===== src/hdl/ebmlt_pkg.sv =====
`timescale 1ns / 1ps
// ----------------------------------------------------------------------------
// ebmlt_pkg
// Shared widths, item codes, status codes and the level cell control type.
// ----------------------------------------------------------------------------
package ebmlt_pkg;

  localparam int REM_W = 56;
  localparam int ID_W = 32;
  localparam int OFF_W = 64;
  localparam int MAX_NEST_DEF = 8;

  // Item function codes.
  localparam logic [1:0] FUNC_HEADER = 2'd0;
  localparam logic [1:0] FUNC_CONSUME = 2'd1;
  localparam logic [1:0] FUNC_CLOSE = 2'd2;

  // Result status codes.
  localparam logic [2:0] ST_OK = 3'd0;
  localparam logic [2:0] ST_BAD_VINT = 3'd1;
  localparam logic [2:0] ST_TOO_DEEP = 3'd2;
  localparam logic [2:0] ST_NO_PARENT = 3'd3;
  localparam logic [2:0] ST_INF_IN_FIN = 3'd4;
  localparam logic [2:0] ST_EXCEEDS = 3'd5;
  localparam logic [2:0] ST_READ_PAST = 3'd6;

  // Control handed to every level cell.
  typedef struct packed {
    logic take;
    logic push_wr;
    logic wr_inf;
  } cell_ctrl_t;

endpackage


===== src/hdl/ebmlt_level_cell.sv =====
`timescale 1ns / 1ps
// ----------------------------------------------------------------------------
// ebmlt_level_cell
// One nesting level: remaining byte count and infinite flag. Subtracts the
// consumed count and passes the truncation mark on to the next level.
// ----------------------------------------------------------------------------
module ebmlt_level_cell #(
  parameter bit IS_ROOT = 1'b0
) (
  input  logic                     clk,
  input  logic                     rst,
  input  ebmlt_pkg::cell_ctrl_t    ctrl,
  input  logic [ebmlt_pkg::REM_W-1:0] n,
  input  logic [ebmlt_pkg::REM_W-1:0] wr_rem,
  input  logic                     active,
  input  logic                     cut_in,
  output logic                     cut_out,
  output logic                     cut_here,
  output logic                     inf,
  output logic [ebmlt_pkg::REM_W-1:0] rem
);

  logic                        upd;
  logic [ebmlt_pkg::REM_W-1:0] rem_sub;

  // A finite open level below the first cut takes the bytes.
  assign upd = ctrl.take && active && !cut_in && !inf;
  assign rem_sub = rem - n;
  assign cut_here = upd && (rem_sub == '0);
  assign cut_out = cut_in || cut_here;

  // Level storage.
  always_ff @(posedge clk) begin
    if (rst) begin
      inf <= IS_ROOT;
      rem <= '0;
    end else if (ctrl.push_wr) begin
      inf <= ctrl.wr_inf;
      rem <= wr_rem;
    end else if (upd) begin
      rem <= rem_sub;
    end
  end

endmodule


===== src/hdl/ebml_element_nesting_tracker.sv =====
`timescale 1ns / 1ps
// ----------------------------------------------------------------------------
// ebml_element_nesting_tracker
// Parses element headers byte by byte and tracks a bounded stack of open
// elements held in a row of level cells.
// ----------------------------------------------------------------------------
// Channel | Direction | Handshake            | Payload
// in      | input     | in_valid / in_ready  | func, data_byte, count
// out     | output    | out_valid / out_ready| header_done ... byte_offset
//
// Each item goes through an accept, a take and a finish state. In the take
// state every level cell subtracts the count and the cut mark ripples down
// the cell row; the finish state does the varint step, the push and the
// result register, and a stalled output holds it until the previous result is taken.
// Synchronous reset leaves the infinite root as the only open level.
// ----------------------------------------------------------------------------
module ebml_element_nesting_tracker #(
  parameter int MAX_NEST = ebmlt_pkg::MAX_NEST_DEF
) (
  input  logic        clk,
  input  logic        rst,
  input  logic        in_valid,
  output logic        in_ready,
  input  logic [1:0]  func,
  input  logic [7:0]  data_byte,
  input  logic [55:0] count,
  output logic        out_valid,
  input  logic        out_ready,
  output logic        header_done,
  output logic [31:0] elem_id,
  output logic [55:0] elem_size,
  output logic        is_infinite,
  output logic [3:0]  stack_depth,
  output logic [2:0]  status,
  output logic [55:0] skip_count,
  output logic [55:0] top_remaining,
  output logic [63:0] byte_offset
);

  localparam int DW = $clog2(MAX_NEST + 1);
  localparam int RW = ebmlt_pkg::REM_W;

  typedef enum logic [1:0] {S_IDLE, S_TAKE, S_FIN} state_t;
  state_t state;

  logic [1:0]  func_q;
  logic [7:0]  byte_q;
  logic [RW-1:0] count_q;
  logic        took;
  logic [2:0]  st_q;
  logic [RW-1:0] skip_q;

  logic [DW-1:0] depth;
  logic [DW-1:0] depth_m1;
  logic          phase;
  logic [3:0]    vleft;
  logic [3:0]    vwidth;
  logic [RW-1:0] vaccum;
  logic [ebmlt_pkg::ID_W-1:0] pending;
  logic [ebmlt_pkg::OFF_W-1:0] offset;

  ebmlt_pkg::cell_ctrl_t ctrl [MAX_NEST];
  logic [RW-1:0] n;
  logic [RW-1:0] wr_rem;
  logic          take;
  logic          push_wr;
  logic          wr_inf;
  logic [MAX_NEST:0] cut_chain;
  logic [MAX_NEST-1:0] cut_here;
  logic [MAX_NEST-1:0] cinf;
  logic [RW-1:0] crem [MAX_NEST];

  // Top level selection.
  logic          top_valid;
  logic          top_inf;
  logic [RW-1:0] top_rem;
  logic          top_fin;
  logic          par_inf;
  logic [RW-1:0] par_rem;

  assign depth_m1 = depth - 1'b1;
  assign top_valid = (depth != '0) && (depth <= DW'(MAX_NEST));

  always_comb begin
    top_inf = 1'b0;
    top_rem = '0;
    for (int i = 0; i < MAX_NEST; i++) begin
      if (DW'(i) == depth_m1) begin
        top_inf = cinf[i];
        top_rem = crem[i];
      end
    end
    par_inf = top_inf;
    par_rem = top_rem;
  end

  assign top_fin = top_valid && !top_inf;

  // Take decision for the item under work.
  logic allow;
  logic take_req;
  always_comb begin
    case (func_q)
      ebmlt_pkg::FUNC_HEADER:  n = RW'(1);
      ebmlt_pkg::FUNC_CONSUME: n = count_q;
      ebmlt_pkg::FUNC_CLOSE:   n = top_rem;
      default:                 n = '0;
    endcase
    allow = !top_fin || (top_rem >= n);
    case (func_q)
      ebmlt_pkg::FUNC_HEADER, ebmlt_pkg::FUNC_CONSUME: take_req = allow;
      ebmlt_pkg::FUNC_CLOSE:   take_req = top_fin;
      default:                 take_req = 1'b0;
    endcase
  end

  assign take = (state == S_TAKE) && take_req;

  // New depth after the take: the first level that reached zero.
  logic [DW-1:0] depth_cut;
  always_comb begin
    depth_cut = depth;
    for (int i = MAX_NEST - 1; i >= 0; i--) begin
      if (cut_here[i]) depth_cut = DW'(i);
    end
  end

  // Varint step on the header byte.
  logic [3:0]    lz_w;
  logic [3:0]    left_n;
  logic [3:0]    width_n;
  logic [RW-1:0] accum_n;
  logic          bad;
  logic [6:0]    sh;
  logic [RW-1:0] ones;
  logic          size_inf;
  logic [2:0]    push_st;
  logic          fin_go;
  logic          complete;

  always_comb begin
    lz_w = '0;
    for (int k = 0; k < 8; k++) begin
      if (lz_w == '0 && byte_q[7-k]) lz_w = 4'(k + 1);
    end
    bad = 1'b0;
    if (vleft == '0) begin
      bad = (byte_q == '0);
      width_n = lz_w;
      accum_n = RW'(byte_q & (8'hFF >> lz_w));
      left_n = lz_w - 4'd1;
    end else begin
      width_n = vwidth;
      accum_n = {vaccum[RW-9:0], byte_q};
      left_n = vleft - 4'd1;
    end
    complete = !bad && (left_n == '0);
    sh = 7'(RW) - 7'd7 * 7'(width_n);
    ones = {RW{1'b1}} >> sh;
    size_inf = (accum_n == ones);
    // Push checks against the parent, which is the current top.
    if (depth >= DW'(MAX_NEST)) push_st = ebmlt_pkg::ST_TOO_DEEP;
    else if (depth == '0) push_st = ebmlt_pkg::ST_NO_PARENT;
    else if (!par_inf && size_inf) push_st = ebmlt_pkg::ST_INF_IN_FIN;
    else if (!par_inf && (par_rem < accum_n)) push_st = ebmlt_pkg::ST_EXCEEDS;
    else push_st = ebmlt_pkg::ST_OK;
  end

  assign fin_go = (state == S_FIN) && (!out_valid || out_ready);
  assign push_wr = fin_go && took && complete && phase && (push_st == ebmlt_pkg::ST_OK);
  assign wr_inf = size_inf;
  assign wr_rem = accum_n;

  // Row of level cells.
  assign cut_chain[0] = 1'b0;
  for (genvar g = 0; g < MAX_NEST; g++) begin : g_cell
    assign ctrl[g].take = take;
    assign ctrl[g].push_wr = push_wr && (depth == DW'(g));
    assign ctrl[g].wr_inf = wr_inf;
    ebmlt_level_cell #(.IS_ROOT(g == 0)) u_cell (
      .clk      (clk),
      .rst      (rst),
      .ctrl     (ctrl[g]),
      .n        (n),
      .wr_rem   (wr_rem),
      .active   (DW'(g) < depth),
      .cut_in   (cut_chain[g]),
      .cut_out  (cut_chain[g+1]),
      .cut_here (cut_here[g]),
      .inf      (cinf[g]),
      .rem      (crem[g])
    );
  end

  assign in_ready = (state == S_IDLE);

  // Sequencer, parser state and result register.
  always_ff @(posedge clk) begin
    if (rst) begin
      state <= S_IDLE;
      depth <= DW'(1);
      phase <= 1'b0;
      vleft <= '0;
      vwidth <= '0;
      vaccum <= '0;
      pending <= '0;
      offset <= '0;
      out_valid <= 1'b0;
    end else begin
      if (out_valid && out_ready) out_valid <= 1'b0;
      case (state)
        S_IDLE: begin
          if (in_valid) begin
            func_q <= func;
            byte_q <= data_byte;
            count_q <= count;
            state <= S_TAKE;
          end
        end
        S_TAKE: begin
          took <= take && (func_q == ebmlt_pkg::FUNC_HEADER);
          st_q <= ebmlt_pkg::ST_OK;
          skip_q <= (func_q == ebmlt_pkg::FUNC_CLOSE && top_fin) ? top_rem : '0;
          if (take) begin
            depth <= depth_cut;
            offset <= offset + ebmlt_pkg::OFF_W'(n);
          end
          if ((func_q == ebmlt_pkg::FUNC_HEADER || func_q == ebmlt_pkg::FUNC_CONSUME)
              && !allow) begin
            st_q <= ebmlt_pkg::ST_READ_PAST;
            phase <= 1'b0;
            vleft <= '0;
            vwidth <= '0;
            vaccum <= '0;
          end
          state <= S_FIN;
        end
        S_FIN: begin
          if (fin_go) begin
            header_done <= 1'b0;
            elem_id <= '0;
            elem_size <= '0;
            is_infinite <= 1'b0;
            status <= st_q;
            skip_count <= skip_q;
            byte_offset <= offset;
            stack_depth <= 4'(depth);
            top_remaining <= top_fin ? top_rem : '0;
            if (took) begin
              if (bad) begin
                status <= ebmlt_pkg::ST_BAD_VINT;
                phase <= 1'b0;
                vleft <= '0;
                vwidth <= '0;
                vaccum <= '0;
              end else if (!complete) begin
                vleft <= left_n;
                vwidth <= width_n;
                vaccum <= accum_n;
              end else if (!phase) begin
                pending <= accum_n[ebmlt_pkg::ID_W-1:0];
                phase <= 1'b1;
                vleft <= '0;
                vwidth <= '0;
                vaccum <= '0;
              end else begin
                phase <= 1'b0;
                vleft <= '0;
                vwidth <= '0;
                vaccum <= '0;
                status <= push_st;
                if (push_st == ebmlt_pkg::ST_OK) begin
                  depth <= depth + 1'b1;
                  header_done <= 1'b1;
                  elem_id <= pending;
                  elem_size <= accum_n;
                  is_infinite <= size_inf;
                  stack_depth <= 4'(depth + 1'b1);
                  top_remaining <= size_inf ? '0 : accum_n;
                end
              end
            end
            out_valid <= 1'b1;
            state <= S_IDLE;
          end
        end
        default: state <= S_IDLE;
      endcase
    end
  end

  // The root level is never closed and the stack stays within its bound.
  a_depth_nonzero: assert property (@(posedge clk) disable iff (rst) depth != '0)
    else $error("stack lost its root level");
  a_depth_bound: assert property (@(posedge clk) disable iff (rst)
    depth <= DW'(MAX_NEST))
    else $error("stack depth beyond its bound");
  a_root_inf: assert property (@(posedge clk) disable iff (rst) cinf[0])
    else $error("root level lost its infinite flag");
  a_done_ok: assert property (@(posedge clk) disable iff (rst)
    out_valid && header_done |-> status == ebmlt_pkg::ST_OK)
    else $error("pushed header reported with an error status");

endmodule


===== config.mk =====
export PLATFORM = sky130hd
export DESIGN_NAME = ebml_element_nesting_tracker
export DESIGN_NICKNAME = d
export VERILOG_FILES = /design/src/hdl/ebmlt_pkg.sv /design/src/hdl/ebmlt_level_cell.sv /design/src/hdl/ebml_element_nesting_tracker.sv
export SDC_FILE = /design/constraint.sdc
export NUM_CORES = 2
export LEC_CHECK = 0
export BUFFER_PORTS_ARGS = -buffer_cell sky130_fd_sc_hd__buf_4
export CAP_MARGIN = 20
export CELL_PAD_IN_SITES_DETAIL_PLACEMENT = 0
export CELL_PAD_IN_SITES_GLOBAL_PLACEMENT = 1
export CORE_UTILIZATION = 45
export CTS_CLUSTER_SIZE = 28
export DETAILED_ROUTE_END_ITERATION = 10
export GPL_ROUTABILITY_DRIVEN = 0
export PLACE_DENSITY = 0.8
export SYNTH_ARGS = -nofsm -noshare
export SYNTH_HDL_FRONTEND = slang
export SYNTH_SLANG_ARGS = --single-unit
export TNS_END_PERCENT = 20

===== constraint.sdc =====
create_clock -name clk -period 28.6 [get_ports clk]
set_input_delay 5.72 -clock clk [delete_from_list [all_inputs] [get_ports clk]]
set_output_delay 5.72 -clock clk [all_outputs]
set_load 0.02 [all_outputs]

* Word level (Yosys, flattened, before mapping) *
Index checks and enable logic that the tools add are counted.

storage, ports and cells
  flip-flop bits (word level) = 1,015
  output and inout port bits = 275
  word-level logic and storage cells = 346

cells by class
  multiplexer cells = 109
  multipliers = 1
  equality and inequality tests = 26
  order comparisons = 12
  reductions and logical operators = 135
  add/subtract/negate cells = 14
  shift-type cells = 2
  bitwise gates (word level) = 7

operator list
  cell                     number
  $mux W56                 32
  $logic_not A56 Y1        8
  $sub A56 B56 Y56         8
  $mux W48                 5
  $pmux W56 S3             1
  $mux W4                  33
  $pmux W48 S2             1
  $add A64 B56 Y64         1
  $logic_and A1 B1 Y1      61
  $and A8 B56 Y56          1
  $eq A56 B56 Y1           1
  $ge A56 B56 Y1           1
  $lt A56 B56 Y1           1
  $shr A56 B7 Y56 const A  1
  $shr A8 B4 Y56 const A   1
  $logic_not A4 Y1         11
  $mux W3                  9
  $pmux W4 S2              3
  $logic_not A1 Y1         20
  $mux W1                  20
  $reduce_bool A2 Y1       9
  $eq A3 B4 Y1 const A     4
  $eq A4 B3 Y1 const B     4
  $lt A3 B4 Y1 const A     4
  other kinds (35)         66

* Depth between registers and ports, before layout *
  depth after elaboration = 63
  gate-level depth with buffers = 40

* Hierarchy *
A second synthesis with hierarchy kept.

second synthesis, totals
  cell total of the unflattened synthesis = 11,582
  area, all modules = 86,236.5 µm²

modules (own cells, without submodules)
  module                                   area an instance (µm²)  cells each  sequential area each (µm²)  instances
  ebmlt_level_cell (g_cell[1].u_cell ...)  6,625.1                 1,003       1,141.1                     7
  ebml_element_nesting_tracker             32,208.4                3,399       15,124.5                    1
  ebmlt_level_cell (g_cell[0].u_cell)      7,652.3                 1,162       1,141.1                     1

* Worst setup path before layout *
No wires, ideal clock.

  path kind = in2reg
  start = input port rst
  end = register byte_offset[0] (enable)
  arrival time = 17.576 ns
  setup slack = 10.111 ns
  cell stages on the path = 4
  library setup time = 0.913 ns
  cells stage by stage = clkbuf_1 clkbuf_1 clkbuf_1 nor2_1

on the way
  longest elaborated chain between the ends = 2

RTL lines
  item                         line                                 text
  start: declaration           ebml_element_nesting_tracker.sv:21   input logic rst,
  $not A1 Y1 (no line)         --
  $reduce_and A3 Y1 (no line)  --
  end signal: assignment       ebml_element_nesting_tracker.sv:246  byte_offset <= offset;
  end: declaration             ebml_element_nesting_tracker.sv:37   output logic [63:0] byte_offset

No other way between the ends.
A chain may end at the register's enable or synchronous reset.

* Worst setup path in the final report *
  start = register depth[1]
  end = register g_cell[7].u_cell.rem[21] in the netlist's numbering

on the way
  elaborated cells on any way between the ends = 118
  those cells by class = 9 x add/sub; 12 x order compare; 8 x eq/ne; 24 x mux; 65 x reduce/logical

RTL lines
  item                               line                                 text
  start: declaration                 ebml_element_nesting_tracker.sv:53   logic [DW-1:0] depth;
  start signal: assignment           ebml_element_nesting_tracker.sv:225  depth <= depth_cut;
  start signal: assignment           ebml_element_nesting_tracker.sv:273  depth <= depth + 1'b1;
  $sub A4 B1 Y4 (*)                  ebml_element_nesting_tracker.sv:81   assign depth_m1 = depth - 1'b1;
  $logic_not A4 Y1                   ebml_element_nesting_tracker.sv:88   if (DW'(i) == depth_m1) begin
  $mux W56 (7 in series)             ebml_element_nesting_tracker.sv:88
  $mux W56 (*)                       ebml_element_nesting_tracker.sv:88
  net par_rem[8]                     ebml_element_nesting_tracker.sv:79   logic [RW-1:0] par_rem;
  $pmux W56 S3                       ebml_element_nesting_tracker.sv:103  case (func_q)
  $ge A56 B56 Y1                     ebml_element_nesting_tracker.sv:109  allow = !top_fin || (top_rem >= n);
  $logic_or A1 B1 Y1                 ebml_element_nesting_tracker.sv:109
  [... 29 more ...]                  --
  $logic_or A1 B1 Y1                 ebmlt_level_cell.sv:30               assign cut_out = cut_in || cut_here;
  $logic_not A1 Y1                   ebmlt_level_cell.sv:27               assign upd = ctrl.take && active && !cut_in && !inf;
  $logic_and A1 B1 Y1 (2 in series)  ebmlt_level_cell.sv:27
  $logic_and A1 B1 Y1                ebmlt_level_cell.sv:29               assign cut_here = upd && (rem_sub == '0);
  $logic_or A1 B1 Y1                 ebmlt_level_cell.sv:30
  $logic_not A1 Y1                   ebmlt_level_cell.sv:27
  $logic_and A1 B1 Y1 (2 in series)  ebmlt_level_cell.sv:27
  $reduce_bool A2 Y1 (no line)       --
  end signal: assignment             ebmlt_level_cell.sv:39               rem <= wr_rem;
  end signal: assignment             ebmlt_level_cell.sv:41               rem <= rem_sub;
  end: declaration                   ebmlt_level_cell.sv:20               output logic [ebmlt_pkg::REM_W-1:0] rem

The timed path passes the listed nets; every way through them passes the cells marked *. The select of a mux whose other input is x is not followed.

==> results.py <==
metrics = {
    "sta": {
        "setup_violations": 0,
        "hold_viol": 0,
        "fin_hold_ws_ns": 0.4186,
        "rsz0062_at_grt": "no",
        "drv_slew": 0,
        "max-slew-margin-rel_pct": 17.57,
        "fin_tns_setup_ns": 0,
        "min_period_ns": 13.19,
        "skew_ns": 0.07755,
        "fin_crit_sh_pct": 46.13,
        "max_slew.worst_pin.slew_ns": 1.228,
        "max_freq_mhz": 75.80,
        "layout_setup_ws_ns": 15.41,
    },
    "die": {
        "num_rows": 153,
        "io-pin-count": 345,
        "die_width_um": 422.1,
        "fp.dieArea_mm2": 0.1781,
        "start_util_pct": 45.48,
        "die_y_um": 422.1,
        "coreArea_mm2": 0.1746,
    },
    "worst_setup_path": {
        "critPathCaptureType": "flop",
        "path_buf_inv": 5,
        "critPathMaxStageDelay_ns": 0.93,
        "startpoint": "depth[1]",
        "endpoint": "g_cell[7].u_cell.rem[21]",
        "cp-start-kind": "flop",
        "rrSetupSlack_ns": 15.41,
        "cp.depth": 35,
        "r2r_start": "depth[1]",
        "cp_data_arrival_time_ns": 13.94,
        "worstReg2RegEnd": "g_cell[7].u_cell.rem[21]",
        "cp_top_family": "compound AO/OA/AOI/OAI gates",
        "crit_top_cell": "buf_4",
        "criticalPathCategory": "reg -> reg",
        "crit_fanout": 54,
        "critPathSlowestCell": "a32oi_1",
        "critPathRequiredTime_ns": 29.35,
        "r2r_cells": 35,
    },
    "drt": {
        "antenna_left": 0,
        "via_per_inst": 6.696,
        "route.detailed.drc": 0,
        "dr.first_iter.drc_count": 12326,
        "wl_um": 361700,
        "post_drt_wl_per_cell_um": 29.11,
        "dr.pass1.iters": 10,
        "vias": 83212,
    },
    "finish": {
        "syn_to_final_growth_pct": 11.76,
        "stdcell_area_mm2": 0.08874,
        "final_nets": 10691,
        "drive_above_1_share_pct": 9.454,
    },
    "yosys": {
        "async_reset_ff_share_pct": 0,
        "yosys_register_bits": 1013,
        "synthFlopType": "dfxtp_1",
        "ys_types": 105,
        "avgSynthCellArea_um2": 8.019,
        "syn_area_mm2": 0.07940,
        "syn_inst": 9902,
        "synth_enable_flop_cells": 397,
        "synth_nets": 10615,
        "yosys_warnings": 0,
        "yosysSeqAreaShare_pct": 30.54,
    },
    "clock_network": {
        "cts_tree": "done",
        "path_clk_slew_ns": 0.07,
        "cts_buffer_depth": 3,
        "post_cts_resized": 0,
        "cts_sinks": 1013,
        "clkLatencyLatePin_ns": 0.82,
        "ctsHoldBuffers": 0,
        "htreeDepth": 3,
        "numCtsBuffers": 116,
        "postCtsSetupBuffers": 0,
        "cts-root-buf": "clkbuf_16",
    },
    "global_route": {
        "grt_max_degree": 164,
        "track_usage_pct": 38.57,
        "grt_overflow": 0,
        "grt_pass1_vias": 73851,
        "grt_pass1_wl_um": 511200,
        "antenna_found_initial": 31,
    },
    "placed_design": {
        "pre_cts_ws_ns": 16.08,
        "io_buffers": 344,
        "hpwl_um": 275600,
        "postPlaceCellArea_mm2": 0.08458,
    },
    "worst_hold_path": {
        "hold_path_class": "reg -> reg",
    },
    "status": {
        "outcome": "finished, final reports clean",
    },
    "pwr": {
        "power_density_mw_per_mm2": 60.36,
        "leakagePower_nw": 37.20,
        "ir_drop_uv": 52.25,
    },
    "run": {
        "cap_violations": 0,
    },
}
area by class of cell:
| type | instances | area (um2) |
|---|---|---|
| sequential | 1013 | 24250 |
| antenna | 22 | 55.05 |
| fill | 16848 | 85850 |
| inverter | 322 | 1209 |
| clock buffer | 154 | 3217 |
| timing repair buffer | 568 | 4383 |
| multi-input combinational | 7957 | 51910 |
| clock inverter | 66 | 803.3 |
| tap | 2325 | 2909 |
cell families after synthesis:
family                   after synthesis  share of synthesized area [%]
adder cells (fa/ha/maj)              643                          10.24
buffers and inverters                932                          4.582
AND/OR/NAND/NOR                     3335                          19.66
multiplexers                         304                          4.053
AO/OA/AOI/OAI                       3250                          26.23
flip-flops                          1013                          30.54
XOR/XNOR                             425                          4.688
placed cells by master, fill, tap and decap left out, types with 117 or more instances in the layout:
cell       instances
nor2_1          1280
a21oi_1         1109
nand2_1          688
ha_1             632
dfxtp_1          616
buf_4            558
o21ai_0          479
edfxtp_1         397
inv_1            317
nor3_1           280
xnor2_1          259
nand3_1          248
a21o_1           248
a211oi_1         211
nand4_1          166
xor2_1           166
mux2i_1          164
o21a_1           126
clkbuf_16        117
Yosys cell counts, drive strengths merged, types with 44 or more instances:
master	number	area (um2)
o21bai	61	457.9
a21boi	71	533.0
xor2	166	1454
o211ai	57	427.9
clkbuf	497	1866
buf	113	564.3
o31ai	64	499.2
and2	92	575.6
ha	632	7908
o21a	127	953.4
nand4	166	1039
xnor2	259	2268
nand2b	63	394.1
nor4	58	390.4
a21o	248	1862
nand2	694	2605
nor2	1283	4818
dfxtp	616	12330
o21ai	559	2798
edfxtp	397	11920
nor3	283	1416
o22ai	73	456.7
a221oi	98	864.6
mux2i	164	1642
a31oi	79	500.5
a211oi	215	1634
mux2	140	1577
nor2b	99	619.3
nand3	254	1276
inv	318	1194
o22a	44	385.4
a22oi	120	900.9
or3	82	513.0
and3	68	425.4
a21oi	1110	5559
how the worst min path moves through the flow:
stage / startpoint / endpoint / slack [ns] / cells past startpoint
after floorplan: skip_q[0] / skip_count[0] / 0.40 / 0
after global placement: skip_q[39] / skip_count[39] / 0.40 / 0
after detailed placement: skip_q[35] / skip_count[35] / 0.41 / 0
after CTS: skip_q[26] / skip_count[26] / 0.42 / 0
after global routing: skip_q[17] / skip_count[17] / 0.42 / 0
final: skip_q[4] / skip_count[4] / 0.42 / 0
layer usage:
layer | up-vias | global-route usage (%) | part of all wire (%)
met5 | - | 0.08065 | 0.039
met4 | 20 | 25.13 | 7.5
met3 | 1269 | 13.58 | 14
met2 | 5697 | 51.81 | 39
met1 | 39328 | 51.60 | 40
li1 | 36898 | - | -
report_power, final:
group          total, W  switching (W)  internal (W)  leakage [nW]
clock           0.00160       0.000698      0.000898          1.94
sequential      0.00158      0.0000353       0.00154          8.64
combinational   0.00218        0.00148      0.000696          26.6
total           0.00536        0.00222       0.00314          37.2
registers in the layout (all words and copies together) (netlist names), 32 cells and up:
signal,flops
g_cell.u_cell.rem,448
byte_offset,64
offset,64
count_q,56
elem_size,56
skip_count,56
skip_q,56
top_remaining,56
vaccum,48
elem_id,32
pending,32
worst reg2reg max path: cells and delay by family, from the launching register on:
family | cells | cell delay [ns]
AOI/OAI and AO/OA | 13 | 4.67
xor gates and xnor gates | 1 | 0.62
buffers and inverters | 5 | 1.93
and+or+nand+nor | 14 | 4.62
adders and majority gates | 2 | 0.87
DFF | 1 | 0.41
metrics by stage:
step / std cells / power (W) / utilization (%)
6_report: 12427 / 0.005356 / 50.83
3_3_place_gp: 12177 / 0.003636 / 48.42
5_1_grt: 12410 / 0.005525 / 50.80
2_1_floorplan: 9902 / 0.002964 / -
3_5_place_dp: 12181 / 0.003654 / 48.44
4_1_cts: 12401 / 0.005241 / 50.75
No activity file was read; power rests on OpenSTA's default activity.
